## config.mk

```make
export PLATFORM = sky130hd
export DESIGN_NAME = adsr_envelope_vca_core
export DESIGN_NICKNAME = d
export VERILOG_FILES = /design/src/adsr_pkg.sv /design/src/adsr_envelope_vca_core.sv /design/src/adsr_div.sv /design/src/adsr_dp.sv /design/src/adsr_ctrl.sv
export SDC_FILE = /design/constraint.sdc
export NUM_CORES = 1
export LEC_CHECK = 0
export ABC_AREA = 1
export BUFFER_PORTS_ARGS = -buffer_cell sky130_fd_sc_hd__buf_2
export CAP_MARGIN = 15
export CORE_MARGIN = 3
export CORE_UTILIZATION = 55
export CTS_CLUSTER_SIZE = 10
export DETAILED_ROUTE_END_ITERATION = 8
export HOLD_SLACK_MARGIN = 0.1
export PLACE_DENSITY = 0.82
export SKIP_CTS_REPAIR_TIMING = 1
export SYNTH_ARGS = -nofsm -noshare
export SYNTH_HDL_FRONTEND = slang
export SYNTH_SLANG_ARGS = --single-unit
```

## constraint.sdc

```tcl
create_clock -name clk -period 14 [get_ports clk]
set_input_delay 2.1 -clock clk [delete_from_list [all_inputs] [get_ports clk]]
set_output_delay 2.1 -clock clk [all_outputs]
set_load 0.1 [all_outputs]
```

## src/adsr_pkg.sv

```systemverilog
`default_nettype none

package adsr_pkg;

  // Fixed field widths
  localparam int unsigned SAMPLE_W  = 16;
  localparam int unsigned MS_W      = 16;
  localparam int unsigned LEVEL_W   = 15;
  localparam int unsigned COUNT_W   = 32;
  localparam int unsigned LEVEL_SH  = COUNT_W - LEVEL_W;
  localparam int unsigned CFG_IDX_W = 3;
  localparam int unsigned QCNT_W    = $clog2(COUNT_W);

  // Configuration register indexes
  localparam logic [CFG_IDX_W-1:0] CFG_ATTACK_MS  = 3'd0;
  localparam logic [CFG_IDX_W-1:0] CFG_DECAY_MS   = 3'd1;
  localparam logic [CFG_IDX_W-1:0] CFG_SUSTAIN    = 3'd2;
  localparam logic [CFG_IDX_W-1:0] CFG_RELEASE_MS = 3'd3;
  localparam logic [CFG_IDX_W-1:0] CFG_GATE       = 3'd4;

  // Configuration reset values
  localparam logic [MS_W-1:0]    RST_ATTACK_MS  = 16'd100;
  localparam logic [MS_W-1:0]    RST_DECAY_MS   = 16'd250;
  localparam logic [LEVEL_W-1:0] RST_SUSTAIN    = 15'd16000;
  localparam logic [MS_W-1:0]    RST_RELEASE_MS = 16'd50;
  localparam logic [LEVEL_W-1:0] RST_GATE       = 15'd0;

  typedef enum logic [2:0] {
    PH_OFF     = 3'd0,
    PH_ATTACK  = 3'd1,
    PH_DECAY   = 3'd2,
    PH_SUSTAIN = 3'd3,
    PH_RELEASE = 3'd4
  } phase_t;

  typedef enum logic [2:0] {
    ST_IDLE,
    ST_EVAL,
    ST_DIV,
    ST_ADV,
    ST_MUL,
    ST_OUT
  } state_t;

  typedef struct packed {
    logic signed [SAMPLE_W-1:0] trigger;
    logic signed [SAMPLE_W-1:0] audio_in;
  } in_item_t;

  typedef struct packed {
    logic signed [SAMPLE_W-1:0] audio_out;
    logic [2:0]                 phase;
  } out_item_t;

  // Controller to datapath
  typedef struct packed {
    logic load;
    logic eval;
    logic adv;
    logic mul;
    logic out_load;
  } cmd_t;

  // Datapath to controller
  typedef struct packed {
    logic tick;
    logic div_req;
    logic div_done;
  } sts_t;

endpackage

`default_nettype wire

```

## src/adsr_envelope_vca_core.sv

```systemverilog
// ADSR envelope generator with a built-in VCA.
// Input channel (in_valid / in_stall / in_data): one trigger and one audio
// sample per transfer. Every 2**CONTROL_DIVIDER_LOG2-th sample, starting with
// the first after reset, is a control tick that evaluates the trigger and
// steps the envelope. Output channel (out_valid / out_stall / out_data): one
// scaled sample and the envelope phase per input transfer, in order.
// Configuration: cfg_we writes cfg_wdata into the register at cfg_idx
// (attack ms, decay ms, sustain level, release ms, gate level); write only
// while the block holds no item.
// Sequence: an item on a tick that needs a new step rate passes the load,
// evaluate, divide (on the 32-step serial divider), advance, multiply and
// output states; a tick without a rate update skips divide, and any other
// sample skips advance too. The result turns valid as the output register loads.
// Reset (rst_n low, synchronous) turns the envelope off, clears the tick
// counter and loads the default configuration.
// A stalled receiver holds the result in the output register; one further
// item is accepted and computed meanwhile, then in_stall stays high until
// the held result is transferred.
`default_nettype none

module adsr_envelope_vca_core
  import adsr_pkg::*;
#(
  parameter int unsigned CONTROL_DIVIDER_LOG2 = 5,
  parameter int unsigned SAMPLE_RATE          = 48000
) (
  input  wire logic                 clk,
  input  wire logic                 rst_n,
  input  wire logic                 in_valid,
  output logic                      in_stall,
  input  wire in_item_t             in_data,
  output logic                      out_valid,
  input  wire logic                 out_stall,
  output out_item_t                 out_data,
  input  wire logic                 cfg_we,
  input  wire logic [CFG_IDX_W-1:0] cfg_idx,
  input  wire logic [MS_W-1:0]      cfg_wdata
);

  cmd_t cmd;
  sts_t sts;

  adsr_ctrl u_ctrl (
    .clk       (clk),
    .rst_n     (rst_n),
    .in_valid  (in_valid),
    .in_stall  (in_stall),
    .out_valid (out_valid),
    .out_stall (out_stall),
    .sts       (sts),
    .cmd       (cmd)
  );

  adsr_dp #(
    .CONTROL_DIVIDER_LOG2 (CONTROL_DIVIDER_LOG2),
    .SAMPLE_RATE          (SAMPLE_RATE)
  ) u_dp (
    .clk       (clk),
    .rst_n     (rst_n),
    .cmd       (cmd),
    .sts       (sts),
    .in_data   (in_data),
    .cfg_we    (cfg_we),
    .cfg_idx   (cfg_idx),
    .cfg_wdata (cfg_wdata),
    .out_data  (out_data)
  );

endmodule

`default_nettype wire

```

## src/adsr_div.sv

```systemverilog
`default_nettype none

module adsr_div
  import adsr_pkg::*;
#(
  parameter int unsigned DW = 24
) (
  input  wire logic               clk,
  input  wire logic               rst_n,
  input  wire logic               start,
  input  wire logic [COUNT_W-1:0] dividend,
  input  wire logic [DW-1:0]      divisor,
  output logic                    done,
  output logic [COUNT_W-1:0]      quotient
);

  logic [DW-1:0]      rem_r, rem_nxt;
  logic [COUNT_W-1:0] quo_r, quo_nxt;
  logic [DW-1:0]      dvs_r, dvs_nxt;
  logic [QCNT_W-1:0]  cnt_r, cnt_nxt;
  logic               busy_r, busy_nxt;
  logic               done_r, done_nxt;
  logic [DW:0]        trial;
  logic [DW:0]        diff;

  // One restoring step: shift in the next dividend bit, subtract if it fits
  assign trial = {rem_r, quo_r[COUNT_W-1]};
  assign diff  = trial - {1'b0, dvs_r};

  always_comb begin
    rem_nxt  = rem_r;
    quo_nxt  = quo_r;
    dvs_nxt  = dvs_r;
    cnt_nxt  = cnt_r;
    busy_nxt = busy_r;
    done_nxt = 1'b0;
    if (start) begin
      rem_nxt  = '0;
      quo_nxt  = dividend;
      dvs_nxt  = divisor;
      cnt_nxt  = '0;
      busy_nxt = 1'b1;
    end else if (busy_r) begin
      rem_nxt = diff[DW] ? trial[DW-1:0] : diff[DW-1:0];
      quo_nxt = {quo_r[COUNT_W-2:0], ~diff[DW]};
      cnt_nxt = cnt_r + 1'b1;
      if (cnt_r == QCNT_W'(COUNT_W - 1)) begin
        busy_nxt = 1'b0;
        done_nxt = 1'b1;
      end
    end
  end

  always_ff @(posedge clk) begin
    if (!rst_n) begin
      busy_r <= 1'b0;
      done_r <= 1'b0;
      cnt_r  <= '0;
    end else begin
      busy_r <= busy_nxt;
      done_r <= done_nxt;
      cnt_r  <= cnt_nxt;
    end
  end

  always_ff @(posedge clk) begin
    rem_r <= rem_nxt;
    quo_r <= quo_nxt;
    dvs_r <= dvs_nxt;
  end

  assign done     = done_r;
  assign quotient = quo_r;

`ifndef NO_ASSERTIONS
  a_done_idle: assert property (@(posedge clk) disable iff (!rst_n)
    done_r |-> !busy_r)
    else $error("divider done while still iterating");
`endif

endmodule

`default_nettype wire

```

## src/adsr_dp.sv

```systemverilog
`default_nettype none

module adsr_dp
  import adsr_pkg::*;
#(
  parameter int unsigned CONTROL_DIVIDER_LOG2 = 5,
  parameter int unsigned SAMPLE_RATE          = 48000
) (
  input  wire logic                 clk,
  input  wire logic                 rst_n,
  input  wire cmd_t                 cmd,
  output sts_t                      sts,
  input  wire in_item_t             in_data,
  input  wire logic                 cfg_we,
  input  wire logic [CFG_IDX_W-1:0] cfg_idx,
  input  wire logic [MS_W-1:0]      cfg_wdata,
  output out_item_t                 out_data
);

  localparam int unsigned FACTOR = SAMPLE_RATE / 1000;
  localparam int unsigned DIV_W  = MS_W + $clog2(FACTOR + 1);
  localparam int unsigned TICK_W = (CONTROL_DIVIDER_LOG2 == 0) ? 1 : CONTROL_DIVIDER_LOG2;

  // Configuration registers
  logic [MS_W-1:0]    attack_ms_r, decay_ms_r, release_ms_r;
  logic [LEVEL_W-1:0] sustain_r, gate_r;

  // Item and envelope state
  logic signed [SAMPLE_W-1:0] trig_r, audio_r, prev_r;
  logic [TICK_W-1:0]          tick_cnt_r, tick_cnt_nxt;
  logic                       tick_r;
  logic [COUNT_W-1:0]         count_r, count_nxt;
  phase_t                     phase_r, phase_ev, phase_nxt;
  logic [LEVEL_W-1:0]         level_r;
  logic [COUNT_W-1:0]         rel_step_r;
  logic                       div_used_r, ms_zero_r;
  logic signed [2*SAMPLE_W-1:0] prod_r;
  out_item_t                  out_r;

  // Evaluation and step logic
  logic                 rel_entry, div_req;
  logic [MS_W-1:0]      ms_sel;
  logic [COUNT_W-1:0]   span_sel;
  logic [DIV_W-1:0]     divisor;
  logic                 div_done;
  logic [COUNT_W-1:0]   quotient;
  logic [COUNT_W+CONTROL_DIVIDER_LOG2-1:0] q_wide;
  logic [COUNT_W-1:0]   fresh_step, step;
  logic [COUNT_W-1:0]   sus, gate;
  logic [COUNT_W:0]     sum;

  assign sus  = {sustain_r, LEVEL_SH'(0)};
  assign gate = {gate_r, LEVEL_SH'(0)};

  // Write configuration registers
  always_ff @(posedge clk) begin
    if (!rst_n) begin
      attack_ms_r  <= RST_ATTACK_MS;
      decay_ms_r   <= RST_DECAY_MS;
      sustain_r    <= RST_SUSTAIN;
      release_ms_r <= RST_RELEASE_MS;
      gate_r       <= RST_GATE;
    end else if (cfg_we) begin
      case (cfg_idx)
        CFG_ATTACK_MS:  attack_ms_r  <= cfg_wdata;
        CFG_DECAY_MS:   decay_ms_r   <= cfg_wdata;
        CFG_SUSTAIN:    sustain_r    <= cfg_wdata[LEVEL_W-1:0];
        CFG_RELEASE_MS: release_ms_r <= cfg_wdata;
        CFG_GATE:       gate_r       <= cfg_wdata[LEVEL_W-1:0];
        default: ;
      endcase
    end
  end

  // Evaluate the trigger and pick the divider operands
  always_comb begin
    phase_ev  = phase_r;
    rel_entry = 1'b0;
    if (trig_r == '0) begin
      if (!(phase_r inside {PH_OFF, PH_RELEASE})) begin
        phase_ev  = PH_RELEASE;
        rel_entry = 1'b1;
      end
    end else if (!trig_r[SAMPLE_W-1]) begin
      if (prev_r[SAMPLE_W-1] || prev_r == '0) phase_ev = PH_ATTACK;
    end else begin
      if (!prev_r[SAMPLE_W-1]) phase_ev = PH_ATTACK;
    end
    div_req = rel_entry || (phase_ev inside {PH_ATTACK, PH_DECAY});
    if (rel_entry) begin
      ms_sel   = release_ms_r;
      span_sel = count_r;
    end else if (phase_ev == PH_ATTACK) begin
      ms_sel   = attack_ms_r;
      span_sel = '1;
    end else begin
      ms_sel   = decay_ms_r;
      span_sel = '1 - sus;
    end
  end

  assign divisor = DIV_W'(ms_sel) * DIV_W'(FACTOR);

  adsr_div #(
    .DW (DIV_W)
  ) u_div (
    .clk      (clk),
    .rst_n    (rst_n),
    .start    (cmd.eval && div_req),
    .dividend (span_sel),
    .divisor  (divisor),
    .done     (div_done),
    .quotient (quotient)
  );

  // Scale the quotient to the control rate, saturating
  assign q_wide     = (COUNT_W + CONTROL_DIVIDER_LOG2)'(quotient) << CONTROL_DIVIDER_LOG2;
  assign fresh_step = (ms_zero_r || (q_wide >> COUNT_W) != '0) ? '1 : q_wide[COUNT_W-1:0];
  assign step       = div_used_r ? fresh_step : rel_step_r;
  assign sum        = {1'b0, count_r} + {1'b0, step};

  // Advance the envelope counter by one control tick
  always_comb begin
    phase_nxt = phase_r;
    count_nxt = count_r;
    case (phase_r)
      PH_ATTACK: begin
        if (sum[COUNT_W]) begin
          count_nxt = '1;
          phase_nxt = PH_DECAY;
        end else begin
          count_nxt = sum[COUNT_W-1:0];
        end
      end
      PH_DECAY: begin
        count_nxt = (step > count_r) ? '0 : count_r - step;
        if (count_nxt <= sus) begin
          count_nxt = sus;
          phase_nxt = PH_SUSTAIN;
        end else if (count_nxt < gate) begin
          count_nxt = '0;
          phase_nxt = PH_OFF;
        end
      end
      PH_SUSTAIN: begin
        if (sus == '0) phase_nxt = PH_OFF;
        count_nxt = sus;
      end
      PH_RELEASE: begin
        if (step > count_r) begin
          count_nxt = '0;
          phase_nxt = PH_OFF;
        end else begin
          count_nxt = count_r - step;
        end
      end
      default: begin
        count_nxt = '0;
        phase_nxt = PH_OFF;
      end
    endcase
  end

  // Count samples toward the next control tick
  assign tick_cnt_nxt = (CONTROL_DIVIDER_LOG2 == 0) ? '0 : tick_cnt_r + 1'b1;

  // Control state of the envelope
  always_ff @(posedge clk) begin
    if (!rst_n) begin
      tick_cnt_r <= '0;
      tick_r     <= 1'b0;
      count_r    <= '0;
      phase_r    <= PH_OFF;
      level_r    <= '0;
      prev_r     <= '0;
      rel_step_r <= '0;
      div_used_r <= 1'b0;
      ms_zero_r  <= 1'b0;
    end else begin
      if (cmd.load) begin
        tick_cnt_r <= tick_cnt_nxt;
        tick_r     <= (tick_cnt_r == '0);
      end
      if (cmd.eval) begin
        phase_r    <= phase_ev;
        prev_r     <= trig_r;
        div_used_r <= div_req;
        ms_zero_r  <= (ms_sel == '0);
      end
      if (cmd.adv) begin
        phase_r <= phase_nxt;
        count_r <= count_nxt;
        level_r <= count_nxt[COUNT_W-1:LEVEL_SH];
        if (div_used_r && phase_r == PH_RELEASE) rel_step_r <= fresh_step;
      end
    end
  end

  // Hold the item, the product and the result
  always_ff @(posedge clk) begin
    if (cmd.load) begin
      trig_r  <= in_data.trigger;
      audio_r <= in_data.audio_in;
    end
    if (cmd.mul) prod_r <= $signed({1'b0, level_r}) * audio_r;
    if (cmd.out_load) begin
      out_r.audio_out <= prod_r[LEVEL_W+SAMPLE_W-1:LEVEL_W];
      out_r.phase     <= phase_r;
    end
  end

  assign sts.tick     = tick_r;
  assign sts.div_req  = div_req;
  assign sts.div_done = div_done;
  assign out_data     = out_r;

`ifndef NO_ASSERTIONS
  a_off_zero: assert property (@(posedge clk) disable iff (!rst_n)
    phase_r == PH_OFF |-> count_r == '0)
    else $error("envelope counter not cleared while off");

  a_level_track: assert property (@(posedge clk) disable iff (!rst_n)
    level_r == count_r[COUNT_W-1:LEVEL_SH])
    else $error("envelope level out of step with counter");
`endif

endmodule

`default_nettype wire

```

## src/adsr_ctrl.sv

```systemverilog
`default_nettype none

module adsr_ctrl
  import adsr_pkg::*;
(
  input  wire logic clk,
  input  wire logic rst_n,
  input  wire logic in_valid,
  output logic      in_stall,
  output logic      out_valid,
  input  wire logic out_stall,
  input  wire sts_t sts,
  output cmd_t      cmd
);

  state_t state_r, state_nxt;
  logic   out_valid_r, out_valid_nxt;

  // Next state and commands
  always_comb begin
    state_nxt = state_r;
    cmd       = '0;
    case (state_r)
      ST_IDLE: begin
        if (in_valid) begin
          cmd.load  = 1'b1;
          state_nxt = ST_EVAL;
        end
      end
      ST_EVAL: begin
        if (sts.tick) begin
          cmd.eval  = 1'b1;
          state_nxt = sts.div_req ? ST_DIV : ST_ADV;
        end else begin
          state_nxt = ST_MUL;
        end
      end
      ST_DIV: begin
        if (sts.div_done) state_nxt = ST_ADV;
      end
      ST_ADV: begin
        cmd.adv   = 1'b1;
        state_nxt = ST_MUL;
      end
      ST_MUL: begin
        cmd.mul   = 1'b1;
        state_nxt = ST_OUT;
      end
      ST_OUT: begin
        if (!out_valid_r || !out_stall) begin
          cmd.out_load = 1'b1;
          state_nxt    = ST_IDLE;
        end
      end
      default: state_nxt = ST_IDLE;
    endcase
  end

  // Set on a new result, drop when the receiver takes it
  always_comb begin
    out_valid_nxt = out_valid_r;
    if (cmd.out_load) out_valid_nxt = 1'b1;
    else if (out_valid_r && !out_stall) out_valid_nxt = 1'b0;
  end

  always_ff @(posedge clk) begin
    if (!rst_n) begin
      state_r     <= ST_IDLE;
      out_valid_r <= 1'b0;
    end else begin
      state_r     <= state_nxt;
      out_valid_r <= out_valid_nxt;
    end
  end

  assign in_stall  = (state_r != ST_IDLE);
  assign out_valid = out_valid_r;

`ifndef NO_ASSERTIONS
  a_div_done_state: assert property (@(posedge clk) disable iff (!rst_n)
    sts.div_done |-> state_r == ST_DIV)
    else $error("divider finished outside the divide state");

  a_out_wait: assert property (@(posedge clk) disable iff (!rst_n)
    state_r == ST_OUT && out_valid_r && out_stall |=> state_r == ST_OUT)
    else $error("result dropped while output register full");

  a_adv_order: assert property (@(posedge clk) disable iff (!rst_n)
    state_r == ST_ADV |-> $past(state_r) == ST_DIV || $past(state_r) == ST_EVAL)
    else $error("advance reached without evaluation");
`endif

endmodule

`default_nettype wire
```

==> run metrics <==
status=finished, final reports clean; Worst Reg2Reg Path Length in Cells=21; max frequency=154 MHz; clk sinks=315; slowest stage delay, CP=1000 ps; Unique masters post-synth=54; crit start category=flop; adder-cell share of the synthesized area=24.3%; vias post-DR=25,200; vias per cell=5.67; CTS buffer count=41; Hold Crit Start=u_dp.prod_r[21]; cell family with most CP delay=adder cells; Clk pin slew, worst setup/hold paths=60 ps; TritonCTS clock tree=yes; Worst Setup SP=u_dp.level_r[10]; Hold Path Depth=0; Crit Path Class=reg -> reg; Seq cells post-synth=315; Die Wd=231 um; Pwr Total=3.67 mW; Tot GR Track Use=29.1%; critical-path maximum fanout=20; GP Congestion=1.04; maxcap violations=0; area occupied by multi-input gates=17,000 um^2; initial antenna violation count=0; Placed Cells=4,365; Max H-tree Level=2; Worst Max-Slew Pin Slew=1220 ps; Slew headroom=17.5%; Area growth syn-to-layout=7.82%; first-pass GRT wire length=126,000 um; Pleak=14.9 nW; I/O Buffers=76; Final period util=46.4%; Synth Area in XOR/XNOR=2.42%; ANT nets after route=0; starting density of the core=56.3%; sequential area share after synthesis=26.8%; Die ar.=53,400 um^2; Post-synth ARST share=0%; # DRC=0; via count of the first global-routing pass=24,200; VDD IR max=177 uV; synth warn=0; final non-filler cell total=4,440; Mapped Avg Cell Area=7.44 um^2; Synth Cell Area=27,900 um^2; WHS=415 ps; Core ar.=49,600 um^2; mux cell area share after synthesis=0%; endpoints failing setup=0; RR Startpoint=u_dp.level_r[10]; unrepaired setup endpoints after global routing=no; Arr. time, crit path=6800 ps; share of cells above drive strength 1=6.97%; most frequent cells in the layout=nand2_1 (771), inv_1 (715), nor2_1 (277); # IOs=77; setup_tns=0 ps; first drt pass iteration count=8; Hold Vio Cnt, Final=0; Die H=231 um; Detail Placement HPWL=57,400 um; area fraction in compound gates after synthesis=13.9%; DR WL/cell=17.6 um; CP bufs+invs=6; Worst Hold Class=reg -> reg; total gr overflow=0; Top FF cell, synth=dfxtp_1; initial drt markers=2,753; Levels on crit path=21; synthesized instance count=3,750; synth top area cells=dfxtp_1 (14%), fa_1 (13%), edfxtp_1 (13%); cell breakdown of the critical path=nand2_1, fa_1, inv_1, fa_1, inv_1, fa_1, fa_1, inv_1, fa_1, inv_1, fa_1, inv_1, ha_1, a21oi_1, o21ai_0, o21bai_1, nand2_1, a21oi_1, inv_1, a21oi_1, xnor2_1; CTS Root Cell=clkbuf_16; largest family of logic cells by synthesized area=adder cells; Mapped Nets=4,237; clock skew=24.7 ps; register area=7480 um^2; routed wire length=78,100 um; crit path time final=6500 ps; Worst-Skew Late Latency=570 ps; final net count=4,232; Slew Limit Fails=0; Setup crit end kind=flop; data required time of the critical path=14,300 ps; Site Rows=81; EDFF count, synth=117; CTS Buffer Depth=3; area leader, netlist=dfxtp_1; most common cell after layout, fill and taps aside=nand2_1; Post-Synth Simple-Gate Area=20.3%; Fillers=4,331; slowest CP cell=dfxtp_1; largest net degree at the start of global routing=83; P per Cell Area=122 nW/um^2; Synth top area share=14.2%
==> flip-flops by register name, summed over array words and instances, names as in the netlist, 17 cells and up <==
register and flops:
u_dp.count_r 17, u_dp.u_div.quotient 32, u_dp.rel_step_r 28, u_dp.u_div.dvs_r 18, u_dp.u_div.rem_r 22, u_dp.out_data 19
==> layer usage <==
| layer | global-route usage, % | part of all wire (%) | up-vias |
|---|---|---|---|
| met5 | 0 | 0 | - |
| met4 | 10.6 | 3.6 | 0 |
| met3 | 6.55 | 11 | 225 |
| met2 | 45.5 | 44 | 1265 |
| met1 | 39.9 | 41 | 11700 |
| li1 | - | - | 11900 |
==> final cells by class <==
type / count / share of cell area [%]
Multi-Input combinational cell: 2546 / 56.6
Sequential cell: 315 / 24.9
Inverter: 730 / 9.11
Clock buffer: 66 / 4.17
Tap cell: 664 / 2.76
Timing Repair Buffer: 111 / 2.14
Clock inverter: 7 / 0.300
Antenna cell: 1 / 0.00832
==> cells by family after synthesis <==
logic type                 count (synthesis)
and+or+nand+nor                         1349
DFF                                      315
AOI/OAI and AO/OA                        689
xor gates and xnor gates                  77
buffers and inverters                    889
adders and majority gates                431
==> synth_stat cells (107+ instances only) <==
cell type	number
dfxtp_1	198
nand3_1	107
fa_1	183
nand2_1	771
a21oi_1	255
ha_1	248
edfxtp_1	117
nor2_1	277
clkbuf_1	124
inv_1	716
o21ai_0	266
==> per-stage QoR <==
step	util [%]	cell area [um^2]	worst slack, ps
6_report	60.7	30100	7500
5_1_grt	60.7	30100	7110
4_1_cts	60.6	30100	7600
3_5_place_dp	57.9	28700	7650
3_3_place_gp	57.9	28700	7720
2_1_floorplan	-	27900	8310
==> report_power, final <==
group          internal (mW)  switching, mW  leakage (nW)
sequential              1.06         0.0706          2.68
clock                  0.633          0.416         0.655
combinational          0.472           1.02          11.5
total                   2.16           1.51          14.9
==> final timing paths <==
check	end	slack, ps
setup / recovery	u_dp.prod_r[26]	7500
hold / removal	u_dp.out_data[9]	420
setup reg to reg	u_dp.prod_r[26]	7500
hold reg to reg	u_dp.out_data[9]	420
No activity file was read; power rests on OpenSTA's default activity.
